## config.mk

```make
export PLATFORM = sky130hd
export DESIGN_NAME = bltl_ram
export DESIGN_NICKNAME = d
export VERILOG_FILES = /design/src/rtl/core/bltl_ram.sv
export SDC_FILE = /design/constraint.sdc
export NUM_CORES = 1
export LEC_CHECK = 0
export ABC_AREA = 1
export BUFFER_PORTS_ARGS = -buffer_cell sky130_fd_sc_hd__clkbuf_2
export CAP_MARGIN = 20
export CORE_UTILIZATION = 40
export DETAILED_ROUTE_END_ITERATION = 7
export GPL_TIMING_DRIVEN = 0
export HOLD_SLACK_MARGIN = 0.03
export SYNTH_ARGS = -nofsm -noshare
export SYNTH_HDL_FRONTEND = slang
export SYNTH_SLANG_ARGS = --single-unit
```

## constraint.sdc

```tcl
create_clock -name clock -period 4.6 [get_ports clock]
set_clock_uncertainty 0.1 [all_clocks]
set_input_delay 0 -clock clock [delete_from_list [all_inputs] [get_ports clock]]
set_output_delay 0 -clock clock [all_outputs]
set_load 0.05 [all_outputs]
```

## src/rtl/core/bltl_ram.sv

```systemverilog
// generic single-write, single-read ram with registered read
`default_nettype none
module bltl_ram #(
   parameter int WIDTH = 24,
   parameter int DEPTH = 16,
   localparam int AW   = (DEPTH > 1) ? $clog2(DEPTH) : 1
) (
   input  wire logic             clock,
   input  wire logic             we,
   input  wire logic [AW-1:0]    waddr,
   input  wire logic [WIDTH-1:0] wdata,
   input  wire logic [AW-1:0]    raddr,
   output logic      [WIDTH-1:0] rdata
);

   logic [WIDTH-1:0] mem [DEPTH];

   // write port and registered read port
   always_ff @(posedge clock) begin
      if (we) begin
         mem[waddr] <= wdata;
      end
      rdata <= mem[raddr];
   end

endmodule
`default_nettype wire

```

After elaboration in Yosys (flattened, before gate mapping). Memories as Yosys holds them, arrays and structs flattened. A register that Yosys moved wholly into a read port is not among the register bits. Index checks and enable logic that the tools add are counted.

Mux-type cells: 2.

Operators with widths (count): 1-bit two-way mux (2).

Bits of input ports: 34. Output and inout port bits: 24. Register bits after elaboration: 0. Bits in writable memories: 384. Word-level logic and storage cells: 3. Memories: 1.

Memories: mem (depth 16, bits a word 24, read ports 1, clocked after Yosys merged registers in 1, write ports 1, RTL line 16) `logic [WIDTH-1:0] mem [DEPTH];`.

Longest topological paths before layout. Gate-level depths: netlist of run 1.

Word-level depth: 2. Gate-level depth with buffers: 9. Depth with buffers taken out: 7.

Least setup slack after synthesis of run 1. No wires, ideal clock.

Path type: input-to-reg. Start: input waddr[2]. End: memory mem[10][0], enable pin. Stages on the path: 2. Path slack: 2854 ps. Buffers on the path: 0. Arrival: 1241 ps. Data required time: 4095 ps. Cell sequence: nand3b_1 nor2_1.

RTL lines: start: declaration (RTL line 10) `input wire logic [AW-1:0] waddr,`; end: declaration (RTL line 16).

Straight into the memory's write port.

==> flow_summary_export.csv, run 1 <==
group,metric,value,unit
power,p_switching,1.898,mW
run,maxCapViolCount,0,
logic_synthesis,synth_nets,1631,
clock_tree,clock-sinks,408,
timing,maxSlewViolCount,0,
setup_path,crit_arrival,2.10,ns
logic_synthesis,syn_area_per_cell,10.61,sq um
setup_path,cp_max_fo,10,
power,power_per_cell_area,416.8,nW/um^2
logic_synthesis,yosys_warnings,0,
clock_tree,h_tree_level_count,2,
clock_tree,cts_setup_buffers,0,
power,ir_worst_vdd,252.0,uV
clock_tree,tritoncts.num_buffers,43,
logic_synthesis,synth.cell_area,16950,sq um
timing,maxSlewHeadroom,32.30,%
status,status,"completed",
setup_path,endpoint,"rdata[7]",
clock_tree,cts.reportedPaths.clkPinSlew,0.06,ns
detailed_routing,drtIter0Drc,1099,
placement,half_perimeter_wire_length_after_detailed_placement,28720,um
layout,antenna-diode-count,0,
layout,design.final.nets,1765,
power,p_clk_share,41.8,%
global_routing,grt_start_max_net_pins,25,
min_path,timing.hold.worst.class,"input port to register",
detailed_routing,post_drt_wl_per_cell,19.96,um
clock_tree,worst_case_clock_buffer_depth,3,
power,power_frac_seq,50.4,%
layout,utilization_of_the_core_after_routing,47.51,%
timing,setup_viol,0,
min_path,min_delay_path_depth,5,
setup_path,worstRegToRegCells,6,
global_routing,grt_pass1_vias,10990,
timing,rsz0062_at_grt,"no",
clock_tree,worstSkewPairLatency,0.55,ns
power,leakage,8.491,nW
die,fp-row-count,75,
placement,io_buffers,55,
timing,final_period_minus_worst_setup_slack,1.732,ns
detailed_routing,drc_violations_left,0,
power,fin_total_pwr,8.287,mW
power,switching_fraction,22.90,%
detailed_routing,vias_per_cell,4.980,
clock_tree,cts_tree,"built",
setup_path,cp_data_required_time,4.97,ns
die,core,41850,sq um
logic_synthesis,synth_seq_area_share,70.86,%
setup_path,reg2reg_to,"rdata[13]",
global_routing,first_pass_grt_wire_length,68400,um
timing,min_period_over_period,37.66,%
layout,final_cell_mix,"509 x sky130_fd_sc_hd__nand2_1, 384 x sky130_fd_sc_hd__edfxtp_1, 292 x sky130_fd_sc_hd__inv_1",
timing,setup-tns-final,0,ns
power,cell_internal_pwr,6.389,mW
placement,place.gp.congestion,0.7995,
detailed_routing,wirelength,45960,um
die,chipWidth,207.9,um
clock_tree,ctsRootBufferMaster,"sky130_fd_sc_hd__clkbuf_16",
setup_path,rr_startpoint,"mem[15][13]",
min_path,worstHoldStart,"raddr[2]",
setup_path,setup.reg_to_reg.worst_slack,3.33,ns
die,die_height,207.9,um
layout,synthToLayoutAreaGrowth,17.31,%
detailed_routing,drt_pre_antenna_iters,7,
layout,post_route_cells_drive_above_1_share,11.56,%
layout,layout_commonest_cell,"sky130_fd_sc_hd__nand2_1",
global_routing,track_usage,21.61,%
die,initial_core_util,40.50,%
die,io_pins,58,
timing,worst_slew_pin_slew,1.015,ns
detailed_routing,route.antenna.remaining_nets,0,
setup_path,crit_path_end_kind,"register",
setup_path,startpoint_type,"input port",
layout,fill_cell_instance_count_of_the_final_layout,3771,
clock_tree,cts-resized-gates,0,
logic_synthesis,synth_cells,1597,
logic_synthesis,number_of_register_bits_inferred_by_synthesis,408,
timing,timing.fmax,0.5772,GHz
global_routing,grt_antenna_before_repair,0,
detailed_routing,detailroute.via_count,11470,
timing,hold_viol,0,
global_routing,globalRouteOverflowTotal,0,
die,die_area,43210,sq um
setup_path,path_class,"input port to register",
setup_path,worst_setup_path_startpoint,"raddr[3]",
power,comb_power_share,7.8,%
logic_synthesis,synth_cell_type_count,12,
-- repair_timing --
| action | 4_1_cts | 5_1_grt |
|---|---|---|
| endpoints found under the setup margin | 0 | 0 |
| hold endpoints to repair | 388 | 0 |
| hold buffers | 25 | 0 |
-- metrics by stage --
stage                     cells  setup slack [ns]  cell area, sq um  hold WS (ns)
final                      2303             2.868             19890       0.05727
after global routing       2303             2.787             19890       0.07937
after floorplan            1597             2.854             16950     -0.001131
after global placement     2191             1.457             17900        0.3189
after detailed placement   2200             2.571             18220        0.3209
after CTS                  2303             2.882             19890       0.04001
-- kinds of logic after synthesis --
family | synth area share [%]
buf+inv | 8.872
flops | 70.86
simple gates | 20.27
-- registers in the layout (all words and copies together), names as in the netlist --
register / cells
mem: 384
rdata: 24
-- worst min-delay path by stage --
stage,to,slack [ns]
detailed placement,rdata[23],0.32
global placement,mem[4][21],0.32
finish,rdata[2],0.06
floorplan,mem[0][0],-0.001
global route,rdata[2],0.08
CTS,rdata[2],0.04
-- Yosys cell counts --
master	instances	area (sq um)
sky130_fd_sc_hd__buf_2	44	220.2
sky130_fd_sc_hd__nand2_1	509	1911
sky130_fd_sc_hd__clkbuf_1	12	45.04
sky130_fd_sc_hd__dfxtp_1	24	480.5
sky130_fd_sc_hd__edfxtp_1	384	11530
sky130_fd_sc_hd__nor2_1	17	63.81
sky130_fd_sc_hd__inv_2	2	7.510
sky130_fd_sc_hd__buf_1	8	30.03
sky130_fd_sc_hd__nand3_1	289	1446
sky130_fd_sc_hd__nand3b_1	2	15.01
sky130_fd_sc_hd__inv_1	292	1096
sky130_fd_sc_hd__buf_4	14	105.1
-- power groups by stage --
stage / Clock [mW] / Sequential, mW / Combinational, mW
2_1_floorplan: 0 / 4.34 / 0.271
3_3_place_gp: 0 / 4.26 / 0.604
3_5_place_dp: 0 / 4.26 / 0.626
4_1_cts: 3.49 / 4.18 / 0.646
5_1_grt: 3.65 / 4.18 / 0.697
6_report: 3.46 / 4.18 / 0.647
-- layer usage --
layer | share of wire (%) | track usage (%) | vias up
li1 | - | - | 5421
met1 | 42 | 28.97 | 5493
met2 | 48 | 36.35 | 465
met3 | 8.0 | 3.086 | 91
met4 | 2.5 | 6.718 | 0
met5 | 0 | 0 | -
-- critical path, cell delays in order --
cell	delay, ns
sky130_fd_sc_hd__dlygate4sd3_1	0.55
sky130_fd_sc_hd__clkbuf_1	0.21
sky130_fd_sc_hd__inv_1	0.23
sky130_fd_sc_hd__clkbuf_1	0.54
sky130_fd_sc_hd__nand3_1	0.39
sky130_fd_sc_hd__nand2_1	0.18
-- layout make-up --
class / instances / area [sq um] / area share (%)
buffer: 78 / 400.4 / 2.013
multi-input combinational: 817 / 3556 / 17.88
timing repair buffer: 89 / 728.2 / 3.662
tap: 539 / 674.4 / 3.391
inverter: 294 / 1104 / 5.550
clock inverter: 20 / 196.4 / 0.9879
sequential: 408 / 12010 / 60.40
clock buffer: 58 / 1215 / 6.110
Note: power is estimated with default switching activity, not from simulation.
==> inputs of run 2 (changes only) <==
==> constraint.sdc (replaced) <==
create_clock -name clock -period 1.6 [get_ports clock]
set_clock_uncertainty 0.1 [all_clocks]
set_input_delay 0 -clock clock [delete_from_list [all_inputs] [get_ports clock]]
set_output_delay 0 -clock clock [all_outputs]
set_load 0.05 [all_outputs]
==> flow_summary_export.csv, run 2 (synthesized netlist as in run 1, its figures left out) <==
group,metric,value,unit
die,io_pins,58,
timing,fin_worst_hold_slack,0.08545,ns
detailed_routing,drc_violations_left,0,
layout,regMostFlops,"mem",
die,fp-row-count,75,
clock_tree,cts_setup_buffers,0,
global_routing,track_usage,21.57,%
layout,largest_register_ffs,384,
detailed_routing,drt_pre_antenna_iters,6,
setup_path,crit_path_end_kind,"register",
die,core,41850,sq um
placement,place_worst_setup_slack,-0.3870,ns
layout,post_route_cells_drive_above_1_share,11.15,%
global_routing,grt_pass1_vias,11080,
power,switching_fraction,22.91,%
clock_tree,tritoncts.num_buffers,42,
layout,fill_cell_instance_count_of_the_final_layout,3764,
placement,dpl-instance-area,18210,sq um
min_path,timing.hold.worst.class,"input port to register",
timing,min_period_over_period,94.28,%
status,status,"completed",
timing,rsz0062_at_grt,"no",
timing,hold_viol,0,
setup_path,cp_data_required_time,1.90,ns
setup_path,startpoint_type,"input port",
detailed_routing,route.antenna.remaining_nets,0,
power,p_clk_share,40.6,%
global_routing,grt_start_max_net_pins,25,
layout,final_cell_mix,"509 x sky130_fd_sc_hd__nand2_1, 384 x sky130_fd_sc_hd__edfxtp_1, 292 x sky130_fd_sc_hd__inv_1",
clock_tree,ctsRootBufferMaster,"sky130_fd_sc_hd__clkbuf_16",
power,cell_internal_pwr,18.02,mW
power,comb_power_share,8.0,%
layout,biggestRegsByFlops,"mem (384), rdata (24)",
setup_path,path_class,"input port to register",
clock_tree,cts_tree,"built",
setup_path,crit_arrival,1.81,ns
layout,design.final.nets,1764,
timing,maxSlewHeadroom,34.15,%
detailed_routing,wirelength,46230,um
detailed_routing,drtIter0Drc,1033,
die,initial_core_util,40.50,%
detailed_routing,post_drt_wl_per_cell,20.12,um
power,power_frac_seq,51.4,%
detailed_routing,detailroute.via_count,11470,
die,die_area,43210,sq um
global_routing,first_pass_grt_wire_length,67940,um
power,leakage,8.443,nW
clock_tree,cts.reportedPaths.clkPinSlew,0.06,ns
timing,timing.fmax,0.6629,GHz
clock_tree,worst_case_clock_buffer_depth,3,
clock_tree,h_tree_level_count,2,
timing,setup_ws,0.09150,ns
power,ir_worst_vdd,695.9,uV
clock_tree,worstSkewPairLatency,0.54,ns
clock_tree,clock-sinks,408,
layout,layout_commonest_cell,"sky130_fd_sc_hd__nand2_1",
global_routing,grt_antenna_before_repair,0,
power,p_switching,5.354,mW
placement,place.gp.congestion,0.8324,
power,fin_total_pwr,23.37,mW
layout,final_area,19800,sq um
timing,final_period_minus_worst_setup_slack,1.508,ns
timing,setup_viol,0,
timing,worst_slew_pin_slew,0.9854,ns
layout,synthToLayoutAreaGrowth,16.83,%
timing,setup-tns-final,0,ns
power,power_per_cell_area,1180,nW/um^2
clock_tree,cts-resized-gates,0,
die,chipWidth,207.9,um
detailed_routing,vias_per_cell,4.993,
global_routing,globalRouteOverflowTotal,0,
setup_path,cp_max_fo,10,
die,die_height,207.9,um
run,maxCapViolCount,0,
timing,maxSlewViolCount,0,
clock_tree,cts_hold_buf,24,
placement,io_buffers,55,
placement,half_perimeter_wire_length_after_detailed_placement,28910,um
-- run 2: cell count changes in the layout (fill, tap and decap cells not counted) --
cell | previous run | this run
sky130_fd_sc_hd__buf_16 | 3 | 4
sky130_fd_sc_hd__diode_2 | 0 | 1
sky130_fd_sc_hd__clkinv_1 | 5 | 4
sky130_fd_sc_hd__buf_12 | 6 | 4
sky130_fd_sc_hd__dlygate4sd3_1 | 25 | 26
sky130_fd_sc_hd__clkinv_2 | 10 | 5
sky130_fd_sc_hd__bufinv_16 | 4 | 2
sky130_fd_sc_hd__clkbuf_1 | 21 | 23
-- run 2: worst paths after layout --
kind | start | to | slack [ns] | cells after the start
max | raddr[2] | rdata[10] | 0.09 | 7
min | raddr[2] | rdata[23] | 0.09 | 5
max reg2reg | mem[8][12] | rdata[12] | 0.34 | 6
min reg2reg | mem[14][8] | rdata[8] | 0.56 | 6
-- run 2: power groups by stage --
| stage | Combinational [mW] | Clock (mW) | Sequential [mW] |
|---|---|---|---|
| floorplan | 0.783 | 0 | 12.5 |
| global placement | 1.75 | 0 | 12.2 |
| detailed placement | 1.80 | 0 | 12.2 |
| CTS | 1.86 | 9.62 | 12.0 |
| global route | 2.01 | 10.0 | 12.0 |
| finish | 1.87 | 9.49 | 12.0 |
-- run 2: worst max-delay path, stage by stage --
cell                       delay (ns)
sky130_fd_sc_hd__clkbuf_2        0.15
sky130_fd_sc_hd__inv_1           0.10
sky130_fd_sc_hd__buf_2           0.38
sky130_fd_sc_hd__buf_1           0.66
sky130_fd_sc_hd__nand3_1         0.15
sky130_fd_sc_hd__nand3_1         0.22
sky130_fd_sc_hd__nand2_1         0.14
-- run 2: final cells by class --
cell class	instances	area [sq um]	area share [%]
well taps	539	674.4	3.405
multi-input cells	817	3556	17.96
repair buffers	89	725.7	3.664
clock buffers	60	1222	6.173
flip-flops and latches	408	12010	60.65
clock inverters	12	107.6	0.5433
inverters	294	1104	5.572
plain buffers	78	400.4	2.022
diodes	1	2.502	0.01264
-- run 2: per-stage QoR --
step | instances | util [%]
finish | 2298 | 47.32
global placement | 2191 | 42.81
detailed placement | 2199 | 43.51
floorplan | 1597 | -
global route | 2297 | 47.31
CTS | 2295 | 47.26
-- run 2: layer usage --
layer / up-vias / routed length (um) / global-route usage, %
li1: 5418 / - / -
met1: 5471 / 19070 / 28.07
met2: 469 / 21950 / 35.65
met3: 115 / 3435 / 3.268
met4: 0 / 1782 / 9.911
met5: - / 0 / 0
==> inputs of run 3 (changes only) <==
--- a/config.mk
+++ b/config.mk
@@ -12,6 +12,7 @@
 export DETAILED_ROUTE_END_ITERATION = 7
 export GPL_TIMING_DRIVEN = 0
 export HOLD_SLACK_MARGIN = 0.03
+export RECOVER_POWER = 50
 export SYNTH_ARGS = -nofsm -noshare
 export SYNTH_HDL_FRONTEND = slang
 export SYNTH_SLANG_ARGS = --single-unit
==> flow_summary_export.csv, run 3 (synthesized netlist as in run 1, its figures left out) <==
group,metric,value,unit
status,status,"completed",
die,initial_core_util,40.50,%
layout,synthToLayoutAreaGrowth,16.33,%
detailed_routing,wirelength,46320,um
timing,setup_viol,0,
run,maxCapViolCount,0,
layout,final_area,19720,sq um
power,comb_power_share,7.9,%
placement,place.gp.congestion,0.8324,
layout,layout_commonest_cell,"sky130_fd_sc_hd__nand2_1",
timing,maxSlewHeadroom,34.05,%
power,power_frac_seq,51.5,%
timing,worst_slew_pin_slew,0.9870,ns
die,core,41850,sq um
layout,final_cell_mix,"509 x sky130_fd_sc_hd__nand2_1, 384 x sky130_fd_sc_hd__edfxtp_1, 292 x sky130_fd_sc_hd__inv_1",
setup_path,cp_data_required_time,1.90,ns
timing,min_period_over_period,92.25,%
timing,setup_ws,0.1240,ns
power,power_per_cell_area,1184,nW/um^2
setup_path,path_class,"input port to register",
placement,dpl-instance-area,18210,sq um
clock_tree,cts_setup_buffers,0,
die,chipWidth,207.9,um
setup_path,startpoint_type,"input port",
global_routing,grt_pass1_vias,11080,
detailed_routing,detailroute.via_count,11490,
clock_tree,ctsRootBufferMaster,"sky130_fd_sc_hd__clkbuf_16",
timing,rsz0062_at_grt,"no",
layout,regMostFlops,"mem",
detailed_routing,vias_per_cell,5.003,
clock_tree,worstSkewPairLatency,0.54,ns
detailed_routing,route.antenna.remaining_nets,0,
clock_tree,h_tree_level_count,2,
die,die_area,43210,sq um
power,p_clk_share,40.6,%
detailed_routing,drt_pre_antenna_iters,7,
layout,antenna-diode-count,0,
power,switching_fraction,22.86,%
power,cell_internal_pwr,18.01,mW
detailed_routing,drtIter0Drc,1071,
timing,final_period_minus_worst_setup_slack,1.476,ns
setup_path,crit_arrival,1.78,ns
setup_path,cp_max_fo,10,
die,die_height,207.9,um
detailed_routing,post_drt_wl_per_cell,20.16,um
placement,place_worst_setup_slack,-0.3870,ns
clock_tree,worst_case_clock_buffer_depth,3,
layout,post_route_cells_drive_above_1_share,9.727,%
global_routing,track_usage,21.57,%
timing,maxSlewViolCount,0,
placement,io_buffers,55,
global_routing,first_pass_grt_wire_length,67940,um
global_routing,grt_antenna_before_repair,0,
power,ir_worst_vdd,688.8,uV
global_routing,globalRouteOverflowTotal,0,
detailed_routing,drc_violations_left,0,
timing,timing.fmax,0.6775,GHz
setup_path,worstRegToRegCells,6,
global_routing,grt_start_max_net_pins,25,
min_path,timing.hold.worst.class,"input port to register",
clock_tree,cts.reportedPaths.clkPinSlew,0.06,ns
layout,design.final.nets,1764,
power,leakage,8.361,nW
die,io_pins,58,
timing,hold_viol,0,
layout,fill_cell_instance_count_of_the_final_layout,3778,
layout,biggestRegsByFlops,"mem (384), rdata (24)",
placement,half_perimeter_wire_length_after_detailed_placement,28910,um
clock_tree,clock-sinks,408,
min_path,min_delay_path_depth,5,
clock_tree,cts_tree,"built",
die,fp-row-count,75,
setup_path,crit_path_end_kind,"register",
clock_tree,tritoncts.num_buffers,42,
power,p_switching,5.338,mW
layout,largest_register_ffs,384,
==> run 3: repair_timing <==
item                                   CTS  global route
gates resized for setup                  0             0
endpoints found under the hold margin  388             4
hold buffers                            24             2
==> run 3: power groups by stage <==
stage | sequential [mW] | combinational [mW] | clock, mW
finish | 12.0 | 1.85 | 9.48
global route | 12.0 | 2.00 | 10.0
CTS | 12.0 | 1.86 | 9.62
detailed placement | 12.2 | 1.80 | 0
global placement | 12.2 | 1.75 | 0
floorplan | 12.5 | 0.783 | 0
==> run 3: worst max-delay path, stage by stage <==
cell                       delay (ns)
sky130_fd_sc_hd__clkbuf_2        0.15
sky130_fd_sc_hd__inv_1           0.10
sky130_fd_sc_hd__buf_2           0.38
sky130_fd_sc_hd__buf_1           0.64
sky130_fd_sc_hd__nand3_1         0.15
sky130_fd_sc_hd__nand3_1         0.22
sky130_fd_sc_hd__nand2_1         0.13
==> run 3: area by class of cell <==
| type | count | area (sq um) | share of cell area [%] |
|---|---|---|---|
| clock inverter | 12 | 107.6 | 0.5457 |
| clock buffer | 60 | 1222 | 6.199 |
| sequential | 408 | 12010 | 60.91 |
| tap | 539 | 674.4 | 3.420 |
| inverter | 294 | 1104 | 5.596 |
| multi-input combinational | 817 | 3548 | 17.99 |
| timing repair buffer | 89 | 650.6 | 3.299 |
| buffer | 78 | 400.4 | 2.030 |
==> run 3: per-stage QoR <==
stage / setup TNS (ns) / hold WS, ns / utilization (%) / power [mW] / cells
6_report: 0 / 0.06972 / 47.12 / 23.35 / 2297
5_1_grt: 0 / 0.1092 / 47.12 / 24.03 / 2297
4_1_cts: 0 / -0.2268 / 47.26 / 23.48 / 2295
3_5_place_dp: -52.80 / 0.3405 / 43.51 / 14.04 / 2199
3_3_place_gp: -412.64 / 0.3386 / 42.81 / 13.98 / 2191
2_1_floorplan: -34.99 / -0.001131 / - / 13.26 / 1597
==> run 3: worst paths after layout <==
check	slack [ns]	end	startpoint
worst max-delay path	0.12	rdata[13]	raddr[2]
worst min-delay path	0.07	rdata[23]	raddr[2]
worst max register to register	0.33	rdata[9]	mem[11][9]
worst min register to register	0.55	rdata[8]	mem[14][8]
==> run 3: layer usage <==
metal | part of all wire [%] | GRT usage (%) | vias up
li1 | - | - | 5414
met1 | 40 | 28.07 | 5476
met2 | 48 | 35.65 | 493
met3 | 8.1 | 3.268 | 108
met4 | 3.6 | 9.911 | 0
met5 | 0 | 0 | -
