===== src/rtl/core/bltl_pkg.sv =====
// shared constants and types for the bilinear table lookup
`default_nettype none
package bltl_pkg;

   // field widths
   localparam int DATA_W      = 24;
   localparam int ROW_COUNT_W = 5;
   localparam int COL_COUNT_W = 4;
   localparam int CSR_INDEX_W = 1;
   localparam int CSR_DATA_W  = 5;
   localparam int WEIGHT_W    = 17;
   localparam int SPAN_W      = 25;

   // default sizes
   localparam int MAX_ROWS_DEF   = 16;
   localparam int MAX_COLS_DEF   = 8;
   localparam int NUM_TABLES_DEF = 3;

   // unit weight in q1.16
   localparam logic [WEIGHT_W-1:0] WEIGHT_ONE = 17'h10000;

   // item modes
   typedef enum logic [1:0] {
      MODE_ROW_BP = 2'd0,
      MODE_COL_BP = 2'd1,
      MODE_GRID   = 2'd2,
      MODE_LOOKUP = 2'd3
   } mode_type;

   // register indexes
   typedef enum logic [CSR_INDEX_W-1:0] {
      CSR_ROW_COUNT = 1'b0,
      CSR_COL_COUNT = 1'b1
   } csr_index_type;

endpackage
`default_nettype wire


===== src/rtl/core/bltl_div.sv =====
// radix-2 restoring divider for the q1.16 axis weight, one bit per cycle
`default_nettype none
module bltl_div (
   input  wire logic                              clock,
   input  wire logic                              reset,
   input  wire logic                              start,
   input  wire logic [bltl_pkg::SPAN_W-1:0]       dividend,
   input  wire logic [bltl_pkg::SPAN_W-1:0]       divisor,
   output logic                                   done,
   output logic      [bltl_pkg::WEIGHT_W-1:0]     quotient
);

   localparam int REM_W = bltl_pkg::SPAN_W + 1;
   localparam int CNT_W = $clog2(bltl_pkg::WEIGHT_W + 1);

   logic [REM_W-1:0]              rem_ff, rem_in;
   logic [bltl_pkg::SPAN_W-1:0]   dsr_ff, dsr_in;
   logic [bltl_pkg::WEIGHT_W-1:0] q_ff, q_in;
   logic [CNT_W-1:0]              cnt_ff, cnt_in;
   logic                          done_ff, done_in;
   logic [REM_W-1:0]              trial;
   logic                          bit_ok;

   // one quotient bit per cycle
   always_comb begin
      rem_in  = rem_ff;
      dsr_in  = dsr_ff;
      q_in    = q_ff;
      cnt_in  = cnt_ff;
      done_in = 1'b0;
      trial   = rem_ff - {1'b0, dsr_ff};
      bit_ok  = (rem_ff >= {1'b0, dsr_ff});
      if (start) begin
         rem_in = {1'b0, dividend};
         dsr_in = divisor;
         q_in   = '0;
         cnt_in = CNT_W'(bltl_pkg::WEIGHT_W);
      end else if (cnt_ff != '0) begin
         rem_in = bit_ok ? {trial[REM_W-2:0], 1'b0} : {rem_ff[REM_W-2:0], 1'b0};
         q_in   = {q_ff[bltl_pkg::WEIGHT_W-2:0], bit_ok};
         cnt_in = cnt_ff - 1'b1;
         if (cnt_ff == CNT_W'(1)) begin
            done_in = 1'b1;
         end
      end
   end

   always_ff @(posedge clock) begin
      rem_ff <= rem_in;
      dsr_ff <= dsr_in;
      q_ff   <= q_in;
      if (reset) begin
         cnt_ff  <= '0;
         done_ff <= 1'b0;
      end else begin
         cnt_ff  <= cnt_in;
         done_ff <= done_in;
      end
   end

   assign done     = done_ff;
   assign quotient = q_ff;

   // done is a single pulse after a full count
   a_done_pulse: assert property (@(posedge clock) disable iff (reset)
      done_ff |=> !done_ff)
      else $error("divider done held");

   a_done_after_count: assert property (@(posedge clock) disable iff (reset)
      done_in |-> (cnt_ff == CNT_W'(1)) && !start)
      else $error("divider done without final step");

endmodule
`default_nettype wire


===== config.mk =====
export PLATFORM = sky130hd
export DESIGN_NAME = bltl_div
export DESIGN_NICKNAME = d
export VERILOG_FILES = /design/src/rtl/core/bltl_pkg.sv /design/src/rtl/core/bltl_div.sv
export SDC_FILE = /design/constraint.sdc
export NUM_CORES = 1
export LEC_CHECK = 0
export BUFFER_PORTS_ARGS = -buffer_cell sky130_fd_sc_hd__buf_4
export CAP_MARGIN = 20
export CORE_MARGIN = 4
export CORE_UTILIZATION = 60
export DETAILED_ROUTE_END_ITERATION = 8
export PLACE_DENSITY = 0.84
export SYNTH_ARGS = -nofsm -noshare
export SYNTH_HDL_FRONTEND = slang
export SYNTH_SLANG_ARGS = --single-unit

===== constraint.sdc =====
create_clock -name clock -period 4.85 [get_ports clock]
set_clock_uncertainty 0.15 [all_clocks]
set_input_delay 0.2425 -clock clock [delete_from_list [all_inputs] [get_ports clock]]
set_output_delay 0.2425 -clock clock [all_outputs]
set_load 0.05 [all_outputs]

## After elaboration in Yosys (flattened, before gate mapping)

Cells that the tools add are included.

- Register bits after elaboration: 74
- Output and inout bits: 18
- Word-level logic and storage cells: 22

- Add/sub/neg operators: 2
- Order comparisons: 1
- Eq/ne operators: 1
- Muxes and demuxes: 6
- Bitwise logic cells: 1
- Reductions and logical operators: 4

Operator list:

| operator | number |
|---|---|
| two-way mux 25 bit | 2 |
| greater-or-equal comparator 26 x 25 -> 1 bit | 1 |
| two-way mux 26 bit | 1 |
| subtractor 25 bit | 1 |
| two-way mux 5 bit | 2 |
| == test 5 x 1 -> 1 bit, second input constant | 1 |
| nonzero test 5 bit | 1 |
| subtractor 5 x 1 -> 5 bit, second input constant | 1 |
| OR reduction 3 bit | 1 |
| nonzero test 2 bit | 1 |
| OR reduction 2 bit | 1 |
| two-way mux 1 bit | 1 |
| NOT 1 bit | 1 |

## Longest topological paths before layout

Gate-level depths: netlist of the first run.

- Word-level depth: 4
- Depth in mapped cells: 13

## Worst setup path before layout of the first run

OpenSTA, ideal clock, no wires.

- Kind: register -> register
- From: reg rem_ff[19]
- To: reg rem_ff[13], data pin
- Library setup time: 0.260 ns
- Data arrival time: 2.595 ns
- Data required time: 4.440 ns
- Setup slack: 1.845 ns
- Stages on the path, launching flop included: 13
- Path buffers: 3
- Clock period less this slack: 3.005 ns
- Cells stage by stage: edfxtp_1 > ha_1 > clkbuf_1 > nand2_1 > nor4_2 > a41oi_1 > o21ai_0 > nand2_1 > buf_2 > buf_2 > nand2_1 > o21ai_0 > mux2_2

- Word-level cells in the longest chain between the ends: 4

Ends and longest elaborated chain:

| what | RTL line | text |
|---|---|---|
| start, declared | bltl_div.sv:16 | `logic [REM_W-1:0] rem_ff, rem_in;` |
| start signal, assigned | bltl_div.sv:49 | `rem_ff <= rem_in;` |
| greater-or-equal comparator 26 x 25 -> 1 bit | bltl_div.sv:32 | `bit_ok = (rem_ff >= {1'b0, dsr_ff});` |
| two-way mux 26 bit | bltl_div.sv:39 | `rem_in = bit_ok ? {trial[REM_W-2:0], 1'b0} : {rem_ff[REM_W-2:0], 1'b0};` |
| two-way mux 25 bit | bltl_div.sv:38 | `end else if (cnt_ff != '0) begin` |
| two-way mux 25 bit | bltl_div.sv:33 | `if (start) begin` |
| via rem_in[13] | bltl_div.sv:16 |  |

The timed path passes the listed nets, and every way through them passes these cells. The select of a mux whose other input is x is not followed.
A chain may end at the register's enable or synchronous reset.

## Worst setup path after layout of the first run

- From: reg rem_ff[20]
- To: reg rem_ff[1], data pin

The elaborated chain is that of the path after synthesis.

==> results by stage, run 1 <==
Routing:
- In this run, the number of DRC markers left after iteration 0 of detailed routing was approximately 200.
- Using the TritonRoute via totals, the vias-per-cell ratio works out to between 5 and 6.
- The count of nets left with antenna violations once routing finished came out at 0.
- The mean routed wirelength per cell is 15.33 µm.
- After detailed routing, the number of remaining DRC violations is 0.
- Detailed routing inserted a total of 3804 vias.
- The pre-antenna-repair detailed-routing pass consisted of 5 iterations.
- The final layout contains routed wiring with a total length of 10170 µm.

Setup path:
- By startpoint and endpoint, the worst setup path is classified as reg2reg.
- Counting cells, the worst reg-to-reg path comes to 10.
- The timing startpoint of the critical path is rem_ff[20].
- At the worst endpoint, the arrival time is 3.77 ns.
- The worst register-to-register path ends at rem_ff[1].
- On the worst path, the slowest cell contributes a delay of 0.56 ns.
- The critical path capture point type is a flip-flop.
- The launch point of the worst reg-to-reg path is rem_ff[20].
- At the worst endpoint, the required time is between 4 and 5 ns.
- Along the worst path, the maximum fanout reaches 26.
- The critical path goes through ha_1, nand2_1, nor4_2, a41oi_1, o21ai_0, nand2_1, buf_4, nand2_1, o21ai_0, mux2_2.
- The destination of the critical timing path is rem_ff[1].
- In this run the register-to-register setup slack is around 1.0 ns.
- The library cell contributing the largest single delay on the critical path is sky130_fd_sc_hd__nand2_1.
- The cell that appears most often on the critical path is sky130_fd_sc_hd__nand2_1.
- The worst setup path is launched from a flip-flop.

Timing:
- Hold timing on the final database bottoms out at a slack of slightly above 0.003 ns.
- Derived from the worst setup path, the maximum achievable clock frequency is around 260 MHz.
- The count of final max-slew check failures came to 0.
- The slew at the pin with the worst max-slew slack is between 0.8 and 0.9 ns.
- Setup repair after global routing left no endpoint under its margin.
- Setup violations remaining at the end of the flow were counted as 0.
- The final clock period utilization by the worst path is 0.7838.
- The hold violation total from the final report came to 0.
- In the final timing run, aggregate negative setup slack is 0 ns.
- The final period demand of the worst path is ~3.8 ns.
- In this run the tightest slew margin relative to its limit is 0.4399.

Placement:
- The count of input and output buffers is 70.
- Routability-driven placement finished with a final weighted congestion of between 0.8 and 0.9.
- Detailed placement finished with a half-perimeter wire length of about 6900 µm.

Finish:
- The number of diodes is 0.
- Measured on the finished design, the core utilization comes to 0.7575.
- Fill cells in the final layout number 540.
- The fraction of layout instances using a drive strength above 1 is 0.1791.
- For this run, the post-layout net count is ~640.
- Relative to the synthesized area, the layout overhead comes to 23.74%.

Floorplan:
- The die span in y is approximately 94 µm.
- The total area inside the core boundary comes to between 0.007 and 0.008 mm².
- The initial cell density of the core is 0.6122.
- The die covers 0.008798 mm².
- The width of the chip is roughly 94 µm.
- The I/O pin count is between 70 and 80.
- The floorplan has 31 rows.

GRT:
- Across every metal layer, demand over resource in global routing totals 0.2443.
- The final global-route overflow total is 0.
- The largest net degree at the start of global routing is 72.
- The via count of the first global-routing pass is about 3700.
- For this run, global-route usage on met3 was measured as 0.04808.
- The first global-routing pass estimated between 15000 and 20000 µm of wire.
- The layer flagged by global routing as most heavily used is met2.
- The number of antenna violations at the first check in global routing is 0.
- For this run, global-route usage on met2 was measured as 0.4021.
- The met1 capacity usage during global routing is 0.3203.

Pwr:
- The net switching power is between 1 and 1.5 mW.
- Of the total power, the share spent switching nets is 0.4264.
- The maximum VDD drop is 0.2786 mV.
- The share of total power dissipated in sequential elements is 0.309.
- For this design the static power due to leakage is 2.270 nW.
- The combinational share of power is 0.537.
- The internal power of the cells totals between 1.5 and 2 mW.
- For this design the ratio of total power to cell area is roughly 570 mW/mm².
- After layout, the design draws a total of slightly above 3 mW.
- The share of total power dissipated in the clock network is 0.154.

Clock tree:
- Post-CTS repair changed the size of 0 cells.
- The clock input transition at the sequential cells of the worst setup and hold paths is ~0.080 ns.
- The H-tree was split into 3 levels.
- The later pin in the worst-skew pair is clocked with a latency of around 0.36 ns.
- The post-CTS setup buffer count is 0.
- The TritonCTS sink count is 74.
- In this run the deepest clock path goes through 2 buffers.
- The post-cts hold buffer count is 26.
- The number of buffers inserted during clock tree synthesis is 9.
- The tree is rooted in a sky130_fd_sc_hd__clkbuf_8.
- The clock tree from TritonCTS is yes.

Synthesis:
- The cell taking the most area after synthesis is sky130_fd_sc_hd__edfxtp_1.
- The average instance in the mapped netlist occupies between 9 and 10 µm².
- The count of synthesis-stage warnings from yosys is 0.
- The number of instances in the synthesized netlist is ~470.
- The post-synthesis net count is 555.
- The share of synthesized area in the top cell type comes to 0.3399.
- After synthesis the netlist holds a flip-flop and latch count of 74.
- The share of synthesized area occupied by flip-flops and latches is 0.4487.
- The mapped netlist covers ~0.0044 mm².
- The synthesized design contains 50 enable-type register cells.
- The number of distinct standard cells referenced by the synthesized netlist is 55.
- The fraction of registers with async set or reset after synthesis is 0.
- Sorting the synthesized cells by area gives the leading types as sky130_fd_sc_hd__edfxtp_1 (34%), sky130_fd_sc_hd__dfxtp_1 (11%), sky130_fd_sc_hd__ha_1 (7.9%), sky130_fd_sc_hd__nand2_1 (5.4%), sky130_fd_sc_hd__a21oi_1 (5.1%).
- For this run, the leading register cell type out of synthesis is sky130_fd_sc_hd__edfxtp_1.

Min path:
- The path class of the lowest-slack min-delay path is in2reg.

Run:
- Max-cap violations in this run came to 0.

Status:
- The run finished with clean final reports.
## per-layer routing
layer  vias to the layer above  share of wire
li1                       1881              -
met4                         0          0.016
met2                       126           0.48
met3                        19          0.062
met1                      1778           0.44
met5                         -              0
## power by group through the flow
stage / Combinational, mW / Clock, mW / Sequential [mW]
global placement: 1.55 / 0 / 0.956
floorplan: 1.27 / 0 / 0.958
global route: 1.86 / 0.507 / 0.968
finish: 1.66 / 0.477 / 0.955
detailed placement: 1.61 / 0 / 0.965
CTS: 1.65 / 0.477 / 0.952
## Yosys cell counts, types with 5 or more instances
cell / n
sky130_fd_sc_hd__a211oi_1: 10
sky130_fd_sc_hd__a21o_1: 7
sky130_fd_sc_hd__a21oi_1: 45
sky130_fd_sc_hd__a31oi_1: 5
sky130_fd_sc_hd__and2_1: 5
sky130_fd_sc_hd__clkbuf_1: 18
sky130_fd_sc_hd__dfxtp_1: 24
sky130_fd_sc_hd__edfxtp_1: 50
sky130_fd_sc_hd__ha_1: 28
sky130_fd_sc_hd__inv_1: 42
sky130_fd_sc_hd__mux2_2: 7
sky130_fd_sc_hd__nand2_1: 64
sky130_fd_sc_hd__nand3_1: 6
sky130_fd_sc_hd__nor2_1: 24
sky130_fd_sc_hd__nor3_1: 12
sky130_fd_sc_hd__o211ai_1: 6
sky130_fd_sc_hd__o21a_1: 12
sky130_fd_sc_hd__o21ai_0: 29
sky130_fd_sc_hd__xnor2_1: 10
## critical path, delay by kind of cell (launching register included)
kind,cells,cell delay [ns]
mux,1,0.26
simple gates,4,1.23
fa+ha+maj,1,0.44
flops,1,0.41
compound gates,3,0.62
buf+inv,1,0.44
## registers in the layout, summed over array words and instances, names as in the netlist
signal,cells
rem_ff,26
dsr_ff,25
quotient,17
done,1
cnt_ff,5
## logic make-up after synthesis
kind of cell	Yosys count	synth area share
XOR/XNOR	13	0.02578
AO/OA/AOI/OAI	141	0.2091
adder cells (fa/ha/maj)	29	0.08385
multiplexers	11	0.02691
flip-flops	74	0.4487
buffers and inverters	66	0.05694
AND/OR/NAND/NOR	139	0.1487
## stage by stage
step	area [µm²]	instances	worst slack, ns
3_3_place_gp	4984	620	1.218
4_1_cts	5465	663	1.072
3_5_place_dp	5011	621	1.083
2_1_floorplan	4417	473	1.845
5_1_grt	5465	663	0.7140
6_report	5465	663	1.049
## worst min path at each step
| stage | startpoint | end | slack, ns | cells after the start |
|---|---|---|---|---|
| global placement | divisor[17] | dsr_ff[17] | 0.27 | 1 |
| floorplan | reset | cnt_ff[0] | 0.16 | 1 |
| detailed placement | divisor[24] | dsr_ff[24] | 0.27 | 1 |
| finish | dividend[15] | rem_ff[15] | 0.003 | 2 |
| CTS | dividend[15] | rem_ff[15] | 0.004 | 2 |
| global route | dividend[0] | rem_ff[0] | 0.02 | 2 |
## placed cells by master, fill, tap and decap left out, types with 3 or more instances in the layout
cell type and n:
sky130_fd_sc_hd__ha_1 28, sky130_fd_sc_hd__clkbuf_8 9, sky130_fd_sc_hd__dlygate4sd3_1 26, sky130_fd_sc_hd__nand4_1 4
sky130_fd_sc_hd__edfxtp_1 50, sky130_fd_sc_hd__o211ai_1 6, sky130_fd_sc_hd__nor3_1 12, sky130_fd_sc_hd__a21o_1 7
sky130_fd_sc_hd__mux2_2 7, sky130_fd_sc_hd__or3_1 4, sky130_fd_sc_hd__nor3b_1 3, sky130_fd_sc_hd__o21ai_0 29
sky130_fd_sc_hd__o31ai_1 3, sky130_fd_sc_hd__nand3_1 6, sky130_fd_sc_hd__a21oi_1 45, sky130_fd_sc_hd__xnor2_1 10
sky130_fd_sc_hd__nor2_1 24, sky130_fd_sc_hd__and2_1 5, sky130_fd_sc_hd__buf_4 71, sky130_fd_sc_hd__o21bai_1 3
sky130_fd_sc_hd__inv_1 42, sky130_fd_sc_hd__a31oi_1 5, sky130_fd_sc_hd__xor2_1 3, sky130_fd_sc_hd__dfxtp_1 24
sky130_fd_sc_hd__o21a_1 12, sky130_fd_sc_hd__a2111oi_0 4, sky130_fd_sc_hd__nor4_1 4, sky130_fd_sc_hd__nor2b_1 3
sky130_fd_sc_hd__nand2_1 64, sky130_fd_sc_hd__mux2i_1 4, sky130_fd_sc_hd__a211oi_1 10
## final cells by class
type	instances	area, µm²	area share
multi-input combinational	333	2183	0.3995
sequential	74	1982	0.3626
timing repair buffer	98	820.8	0.1502
inverter	43	161.4	0.02953
clock buffer	10	148.9	0.02724
tap	99	123.9	0.02266
clock inverter	6	45.04	0.008242
(Power assumes the default switching activity.)
==> run 2, diff against run 1 <==
--- a/config.mk
+++ b/config.mk
@@ -8,9 +8,9 @@
 export BUFFER_PORTS_ARGS = -buffer_cell sky130_fd_sc_hd__buf_4
 export CAP_MARGIN = 20
 export CORE_MARGIN = 4
-export CORE_UTILIZATION = 60
+export CORE_UTILIZATION = 52
 export DETAILED_ROUTE_END_ITERATION = 8
-export PLACE_DENSITY = 0.84
+export PLACE_DENSITY = 0.77
 export SYNTH_ARGS = -nofsm -noshare
 export SYNTH_HDL_FRONTEND = slang
 export SYNTH_SLANG_ARGS = --single-unit
==> constraint.sdc (replaced) <==
create_clock -name clock -period 3.1 [get_ports clock]
set_clock_uncertainty 0.15 [all_clocks]
set_input_delay 0.155 -clock clock [delete_from_list [all_inputs] [get_ports clock]]
set_output_delay 0.155 -clock clock [all_outputs]
set_load 0.05 [all_outputs]
==> run 2 against run 1 <==
The run now ends with negative setup slack left; non-clock buffer count is 53 higher; critical path depth grew 1; core utilization decreased by 0.44 points; combinational power is 130% higher; worst setup slack got worse by 1.1 ns; design area up 14%; critical path type unchanged; critical endpoint is now rem_ff[25]; largest power group unchanged; highest routed layer unchanged.
==> results by stage, run 2 (same netlist as run 1, synthesis figures left out) <==
Pwr:
- The static leakage is 2.596 nW (+14%).
- The combinational share of power is 0.624 (+0.087).
- The sequential group share of total power was 0.250 (-0.059).
- The internal power is 3.492 mW (+97%).
- The maximum VDD drop is 0.4315 mV (+55%).
- The net switching power is 2.560 mW (+94%).
- The share of total power consumed by net switching was 0.4230 (-0.003409).
- The power per unit of standard cell area is 973.0 mW/mm² (+72%).
- The fraction of power consumed by the clock network was 0.126 (-0.028).

Finish:
- The number of nets in the layout came to 694 (+8.3%).
- The number of diodes came to 0 (unchanged).
- The fill cell instance count of the final layout is 559 (+3.5%).
- The register ranked first by flip-flop count is rem_ff.
- Relative to the synthesized area, the layout overhead comes to 40.82%.
- In the layout the commonest cells are sky130_fd_sc_hd__buf_4 (98), sky130_fd_sc_hd__nand2_1 (63), sky130_fd_sc_hd__edfxtp_1 (50), sky130_fd_sc_hd__dlygate4sd3_1 (46), sky130_fd_sc_hd__a21oi_1 (43).
- The fraction of layout instances using a drive strength above 1 was 0.2755 (+0.09645).
- The number of flip-flops under the largest register name is 26 (unchanged).
- The non-filler instance count after layout is 722 (+8.9%).
- Leaving out fill and tap cells, the most frequent cell in the layout is sky130_fd_sc_hd__buf_4.

Status:
- The flow ran to the end, but the final reports show violations.
- The final reports fail on negative setup slack.

Timing:
- The maximum clock rate is 319.2 MHz (+21%).
- The post-layout worst setup margin is -0.03314 ns (-1.082 ns).
- The worst-case hold slack was 0.02563 ns (+0.02253 ns).
- The final count of negative-setup-slack endpoints was 7 (+7).
- Setup repair after global routing could not meet its margin everywhere.
- The final period demand of the worst path is 3.133 ns (-0.6682 ns).
- The worst slew margin relative to its limit is 0.5175 (+0.07766).
- The hold violation total from the final report was 0 (unchanged).
- The final clock period utilization by the worst path is 1.011 (+0.2269).
- The count of final max-slew check failures is 0 (unchanged).
- The slew at the pin with the worst max-slew slack came to 0.7220 ns (-0.1162 ns).

Clock tree:
- The tree is rooted in a sky130_fd_sc_hd__clkbuf_8.
- The worst-case clock buffer depth is 2 (unchanged).
- The level count of the clock H-tree is 3 (unchanged).
- The clock tree from TritonCTS is yes.
- The TritonCTS sink count is 74 (unchanged).
- The number of buffers inserted during clock tree synthesis is 9 (unchanged).
- The worst-skew pair later-pin latency came to 0.35 ns (about the same).
- The clock input transition at the sequential cells of the worst setup and hold paths is 0.10 ns (+0.02 ns).

Setup path:
- The type of the worst setup path is reg2reg.
- The worst endpoint data arrival time is 3.23 ns (-0.54 ns).
- The critical path data required time is 3.20 ns (-1.62 ns).
- The critical path startpoint category is a flip-flop.
- The critical path capture point type is a flip-flop.
- The top fanout value on the critical path is 5 (-81%).

Placement:
- The half-perimeter wire length of the detailed placement result came to 7732 µm (+12%).
- The routability congestion estimate from global placement is 0.9228 (+7.6%).
- The count of input and output buffers is 70 (unchanged).
- The number of placed instances with taps included was 648 (+4.3%).

Floorplan:
- The die span in y is 100.2 µm (+6.8%).
- The initial cell density of the core was 0.5348 (-0.07736).
- The width of the chip is 100.2 µm (+6.8%).
- The number of cell rows is 33 (+6.5%).
- The I/O pin count came to 71 (unchanged).
- The die outline area is 0.01003 mm² (+14%).
- The area of the core is 0.008258 mm² (+14%).

Routing:
- The mean routed wirelength per cell is 16.88 µm (+10%).
- The average vias per placed instance is 5.694 (-0.76%).
- The remaining routing DRC violations is 0 (unchanged).
- The total wire length was 12180 µm (+20%).
- The number of vias in the routed layout was 4111 (+8.1%).
- The number of DRC violations after detailed-routing iteration 0 is 356 (+82%).
- The number of iterations in the first detailed-routing pass is 5 (unchanged).
- The remaining number of nets flagged by the antenna check after routing is 0 (unchanged).

Run:
- The max-capacitance violation count was 0 (unchanged).

GRT:
- The final global-route overflow total is 0 (unchanged).
- The largest net degree at the start of global routing was 52 (-28%).
- The number of antenna violations at the first check in global routing is 0 (unchanged).
- The global-route usage over all layers came to 0.2316 (-0.01262).
- The global-route wire length before repair came to 18690 µm (+8.8%).
- The via count of the first global-routing pass is 3959 (+7.0%).

Min path:
- In this run the worst hold path is classified as in2reg.
[run 2: changes by cell type in the layout (fill, tap and decap cells not counted), moves of 3 or more]
cell                            change
sky130_fd_sc_hd__dlygate4sd3_1     +20
sky130_fd_sc_hd__mux2_2             -5
sky130_fd_sc_hd__clkbuf_16          +3
sky130_fd_sc_hd__buf_4             +27
sky130_fd_sc_hd__a211oi_1           -6
sky130_fd_sc_hd__o21ai_2            +6
sky130_fd_sc_hd__a211oi_2           +6
sky130_fd_sc_hd__o21ai_0           -13
sky130_fd_sc_hd__mux2_4             +5
sky130_fd_sc_hd__a2111oi_0          -3
sky130_fd_sc_hd__o21ai_1            +6
[run 2: power groups by stage]
stage,Sequential (mW),Clock (mW),Combinational (mW)
after global routing,1.53,0.824,4.07
after detailed placement,1.51,0,2.78
after CTS,1.49,0.771,2.85
after floorplan,1.50,0,1.99
final,1.51,0.763,3.78
after global placement,1.51,0,2.70
[run 2: path summary, 6_finish.rpt]
path | from | to | slack [ns] | depth (start not counted)
setup / recovery | rem_ff[0] | rem_ff[25] | -0.03 | 11
hold reg to reg | quotient[4] | quotient[4] | 0.33 | 2
setup reg to reg | rem_ff[0] | rem_ff[25] | -0.03 | 11
hold / removal | dividend[10] | rem_ff[10] | 0.03 | 3
[run 2: cell type report]
class	count	area [µm²]	share of cell area
Inverter	43	161.4	0.02595
Timing Repair Buffer	151	1329	0.2136
Multi-Input combinational cell	333	2419	0.3889
Clock inverter	4	31.28	0.005029
Clock buffer	12	166.4	0.02676
Sequential cell	74	1982	0.3186
Tap cell	105	131.4	0.02112
[run 2: per-layer routing]
layer | vias up | wire length, µm | global-route usage
met4 | 0 | 195 | 0.06425
li1 | 1989 | - | -
met1 | 1951 | 5300 | 0.3156
met3 | 19 | 761 | 0.04864
met2 | 152 | 5926 | 0.3751
met5 | - | 0 | 0
[run 2: critical path, cell delays in order (launching register included)]
cell and delay [ns]:
sky130_fd_sc_hd__edfxtp_1 0.39, sky130_fd_sc_hd__inv_1 0.08, sky130_fd_sc_hd__ha_2 0.20, sky130_fd_sc_hd__fa_2 0.24, sky130_fd_sc_hd__nor2b_4 0.05, sky130_fd_sc_hd__o31a_1 0.29
sky130_fd_sc_hd__o41ai_4 0.38, sky130_fd_sc_hd__o21bai_2 0.11, sky130_fd_sc_hd__a221o_2 0.47, sky130_fd_sc_hd__a2111oi_4 0.36, sky130_fd_sc_hd__a311oi_1 0.09, sky130_fd_sc_hd__a211oi_1 0.22
[run 2: repair_timing]
item / CTS / global route
setup buffers: 0 / 9
hold buffers: 46 / 0
pin swaps: 2 / 16
endpoints found under the setup margin: 9 / 21
gates resized for setup: 0 / 67
hold endpoints to repair: 51 / 0
cloned: 0 / 3
[run 2: stage by stage]
stage	TNS, ns	power [mW]	setup slack (ns)	cell area [µm²]	utilization
global placement	0	4.208	0.04933	5169	0.6259
floorplan	0	3.489	0.09548	4417	-
finish	-0.1166	6.052	-0.03314	6220	0.7532
CTS	0	5.113	0.003701	5827	0.7056
detailed placement	-0.08820	4.287	-0.05138	5169	0.6259
global route	-1.890	6.426	-0.1709	6220	0.7532
==> run 3, diff against run 2 <==
--- a/config.mk
+++ b/config.mk
@@ -5,7 +5,7 @@
 export SDC_FILE = /design/constraint.sdc
 export NUM_CORES = 1
 export LEC_CHECK = 0
-export BUFFER_PORTS_ARGS = -buffer_cell sky130_fd_sc_hd__buf_4
+export BUFFER_PORTS_ARGS = -buffer_cell sky130_fd_sc_hd__buf_2
 export CAP_MARGIN = 20
 export CORE_MARGIN = 4
 export CORE_UTILIZATION = 52
==> run 3 against run 2 <==
The run still ends with negative setup slack left; global-route usage grew 0.49 points; design area shrank 5.5%; core utilization shrank 4.2 points; total power shrank 8.6%; via count shrank 1.7%; worst setup slack gained 0.033 ns; die area is the same; largest cell class unchanged.
==> results by stage, run 3 (same netlist as run 1, synthesis figures left out) <==
Floorplan:
- The width of the chip is 100.2 µm (unchanged).
- The I/O pin count is 71 (unchanged).
- The area of the core is 0.008258 mm² (unchanged).
- The number of cell rows is 33 (unchanged).
- The die outline area is 0.01003 mm² (unchanged).
- The initial cell density of the core came to 0.5348 (unchanged).
- The die span in y is 100.2 µm (unchanged).

Timing:
- The final sum of negative setup slack came to -0.0006017 ns (+0.1160 ns).
- The maximum clock rate is 322.5 MHz (+1.0%).
- The final period demand of the worst path is 3.101 ns (-0.03253 ns).
- The post-layout worst setup margin came to -0.0006017 ns (+0.03253 ns).
- The hold violation total from the final report is 0 (unchanged).
- The worst-case hold slack is 0.02751 ns (+0.001879 ns).
- The final count of negative-setup-slack endpoints is 1 (-6).
- Setup repair after global routing could not meet its margin everywhere.
- The worst slew margin relative to its limit is 0.5236 (+0.006025).
- The count of final max-slew check failures is 0 (unchanged).
- The slew at the pin with the worst max-slew slack was 0.7129 ns (-0.009015 ns).
- The final clock period utilization by the worst path is 1.000 (-0.01050).

Routing:
- The total wire length is 11440 µm (-6.1%).
- The remaining routing DRC violations is 0 (unchanged).
- The mean routed wirelength per cell came to 15.70 µm (-7.0%).
- The detailed route wirelength on metal2 is 5559 µm (-6.2%).
- The number of iterations in the first detailed-routing pass is 5 (unchanged).
- The average vias per placed instance is 5.543 (-2.6%).
- The top layer reached by signal wires is met4.
- The length of routed wiring on met1 was 5203 µm (-1.8%).
- The remaining number of nets flagged by the antenna check after routing was 0 (unchanged).
- The number of vias in the routed layout is 4041 (-1.7%).
- The met3 wirelength from detailed routing was 523 µm (-31%).
- The number of DRC violations after detailed-routing iteration 0 is 195 (-45%).

GRT:
- The largest net degree at the start of global routing is 41 (-21%).
- The via count of the first global-routing pass is 4040 (+2.0%).
- The global-route usage over all layers is 0.2365 (+0.004866).
- The global-route wire length before repair is 18980 µm (+1.5%).
- The number of antenna violations at the first check in global routing came to 0 (unchanged).
- The final global-route overflow total is 0 (unchanged).

Clock tree:
- TritonCTS built the clock tree.
- The TritonCTS sink count was 74 (unchanged).
- The level count of the clock H-tree is 3 (unchanged).
- In this run the clock root is driven by a sky130_fd_sc_hd__clkbuf_8.
- The clock input transition at the sequential cells of the worst setup and hold paths is 0.09 ns (about the same).
- The number of buffers inserted during clock tree synthesis is 9 (unchanged).
- The worst-skew pair later-pin latency was 0.37 ns (+0.02 ns).
- The worst-case clock buffer depth is 2 (unchanged).

Setup path:
- Walking the worst path, the cells encountered are inv_1, ha_2, fa_2, nor2b_4, o31a_1, o41ai_4, buf_4, o21bai_4, a221o_1, buf_6, xnor2_2, o211ai_1, o21a_1.
- The slowest stage of the critical path is the sky130_fd_sc_hd__a221o_1 cell.
- The worst endpoint data arrival time is 3.07 ns (-0.16 ns).
- By startpoint and endpoint, the worst setup path is classified as reg2reg.
- The top fanout value on the critical path is 5 (unchanged).
- STA classifies the critical path endpoint as a flip-flop.
- The critical path data required time is 3.07 ns (-0.13 ns).
- The stage delay of the slowest cell on the critical path is 0.46 ns (about the same).
- The critical path startpoint category is a flip-flop.
- The number of buffers and inverters on the critical path came to 3 (+2).
- On the critical path the largest part of the delay comes from compound AO/OA/AOI/OAI gates.

Finish:
- The number of nets in the layout is 701 (+1.0%).
- The number of flip-flops under the largest register name was 26 (unchanged).
- The fill cell instance count of the final layout is 663 (+19%).
- The fraction of layout instances using a drive strength above 1 is 0.2388 (-0.03674).
- The sequential cell area in the final layout is 0.001982 mm² (unchanged).
- The combined area of the multi-input logic cells is 0.002232 mm² (-7.7%).
- The library cells used most frequently in the layout, excluding fill and tap cells, are sky130_fd_sc_hd__buf_2 (70), sky130_fd_sc_hd__nand2_1 (63), sky130_fd_sc_hd__edfxtp_1 (50), sky130_fd_sc_hd__dlygate4sd3_1 (48), sky130_fd_sc_hd__a21oi_1 (45).
- The post-route cell area is 0.005877 mm² (-5.5%).
- The number of diodes was 0 (unchanged).
- From synthesis to final layout, the design area changed by 33.06%.
- Leaving out fill and tap cells, the most frequent cell in the layout is sky130_fd_sc_hd__buf_2.
- Ranked by flip-flop count, first place goes to rem_ff.

Placement:
- The minimum setup slack after placement came to -0.1237 ns (-0.07234 ns).
- The count of input and output buffers was 70 (unchanged).
- The half-perimeter wire length of the detailed placement result was 7673 µm (-0.76%).
- The routability congestion estimate from global placement is 0.8659 (-6.2%).
- The post-placement cell area is 0.005069 mm² (-1.9%).

Pwr:
- The maximum VDD drop is 0.4166 mV (-3.5%).
- The sum of internal, switching and leakage power is 5.530 mW (-8.6%).
- The static leakage is 2.510 nW (-3.3%).
- The power per unit of standard cell area is 941.0 mW/mm² (-3.3%).

Run:
- The max-capacitance violation count is 0 (unchanged).

Min path:
- The path class of the lowest-slack min-delay path is in2reg.

Status:
- The checks that failed: negative setup slack.
- The flow ran to the end, but the final reports show violations.
==> run 3: path summary, 6_finish.rpt <==
check	depth (start not counted)	endpoint	startpoint	slack, ns
worst max-delay path	13	rem_ff[17]	rem_ff[0]	-0.0006
worst min-delay path	4	rem_ff[20]	dividend[20]	0.03
worst max register to register	13	rem_ff[17]	rem_ff[0]	-0.0006
worst min register to register	2	quotient[16]	quotient[16]	0.32
==> run 3: power by group <==
| part | internal, mW | leakage (nW) | switching, mW |
|---|---|---|---|
| sequential | 1.35 | 0.699 | 0.140 |
| clock | 0.389 | 0.104 | 0.427 |
| combinational | 1.50 | 1.71 | 1.72 |
==> run 3: through the flow <==
stage | util | cells
global placement | 0.6138 | 658
CTS | 0.7017 | 724
finish | 0.7117 | 729
global route | 0.7117 | 729
detailed placement | 0.6138 | 658
floorplan | - | 473
==> run 3: per-layer routing <==
metal | track usage | vias to the layer above
li1 | - | 2004
met1 | 0.3163 | 1916
met2 | 0.3874 | 104
met3 | 0.04309 | 17
met4 | 0.07979 | 0
met5 | 0 | -
==> run 3: final cells by class <==
type / instances / share of cell area
clock buffers: 9 / 0.02108
well taps: 105 / 0.02235
repair buffers: 158 / 0.1974
flip-flops and latches: 74 / 0.3372
clock inverters: 7 / 0.01469
inverters: 43 / 0.02746
multi-input cells: 333 / 0.3798
==> run 3: tightest hold or removal path, stage by stage <==
cell and delay, ns:
sky130_fd_sc_hd__buf_2 0.07, sky130_fd_sc_hd__and2_1 0.11, sky130_fd_sc_hd__a31oi_1 0.04, sky130_fd_sc_hd__o41ai_2 0.05
==> run 3: repair_timing <==
action                     in CTS  in global routing
resized for setup               3                 12
setup buffers                   2                  5
hold buffers                   48                  0
setup endpoints to repair      16                 17
pin swaps                       3                 10
hold endpoints to repair       53                  0
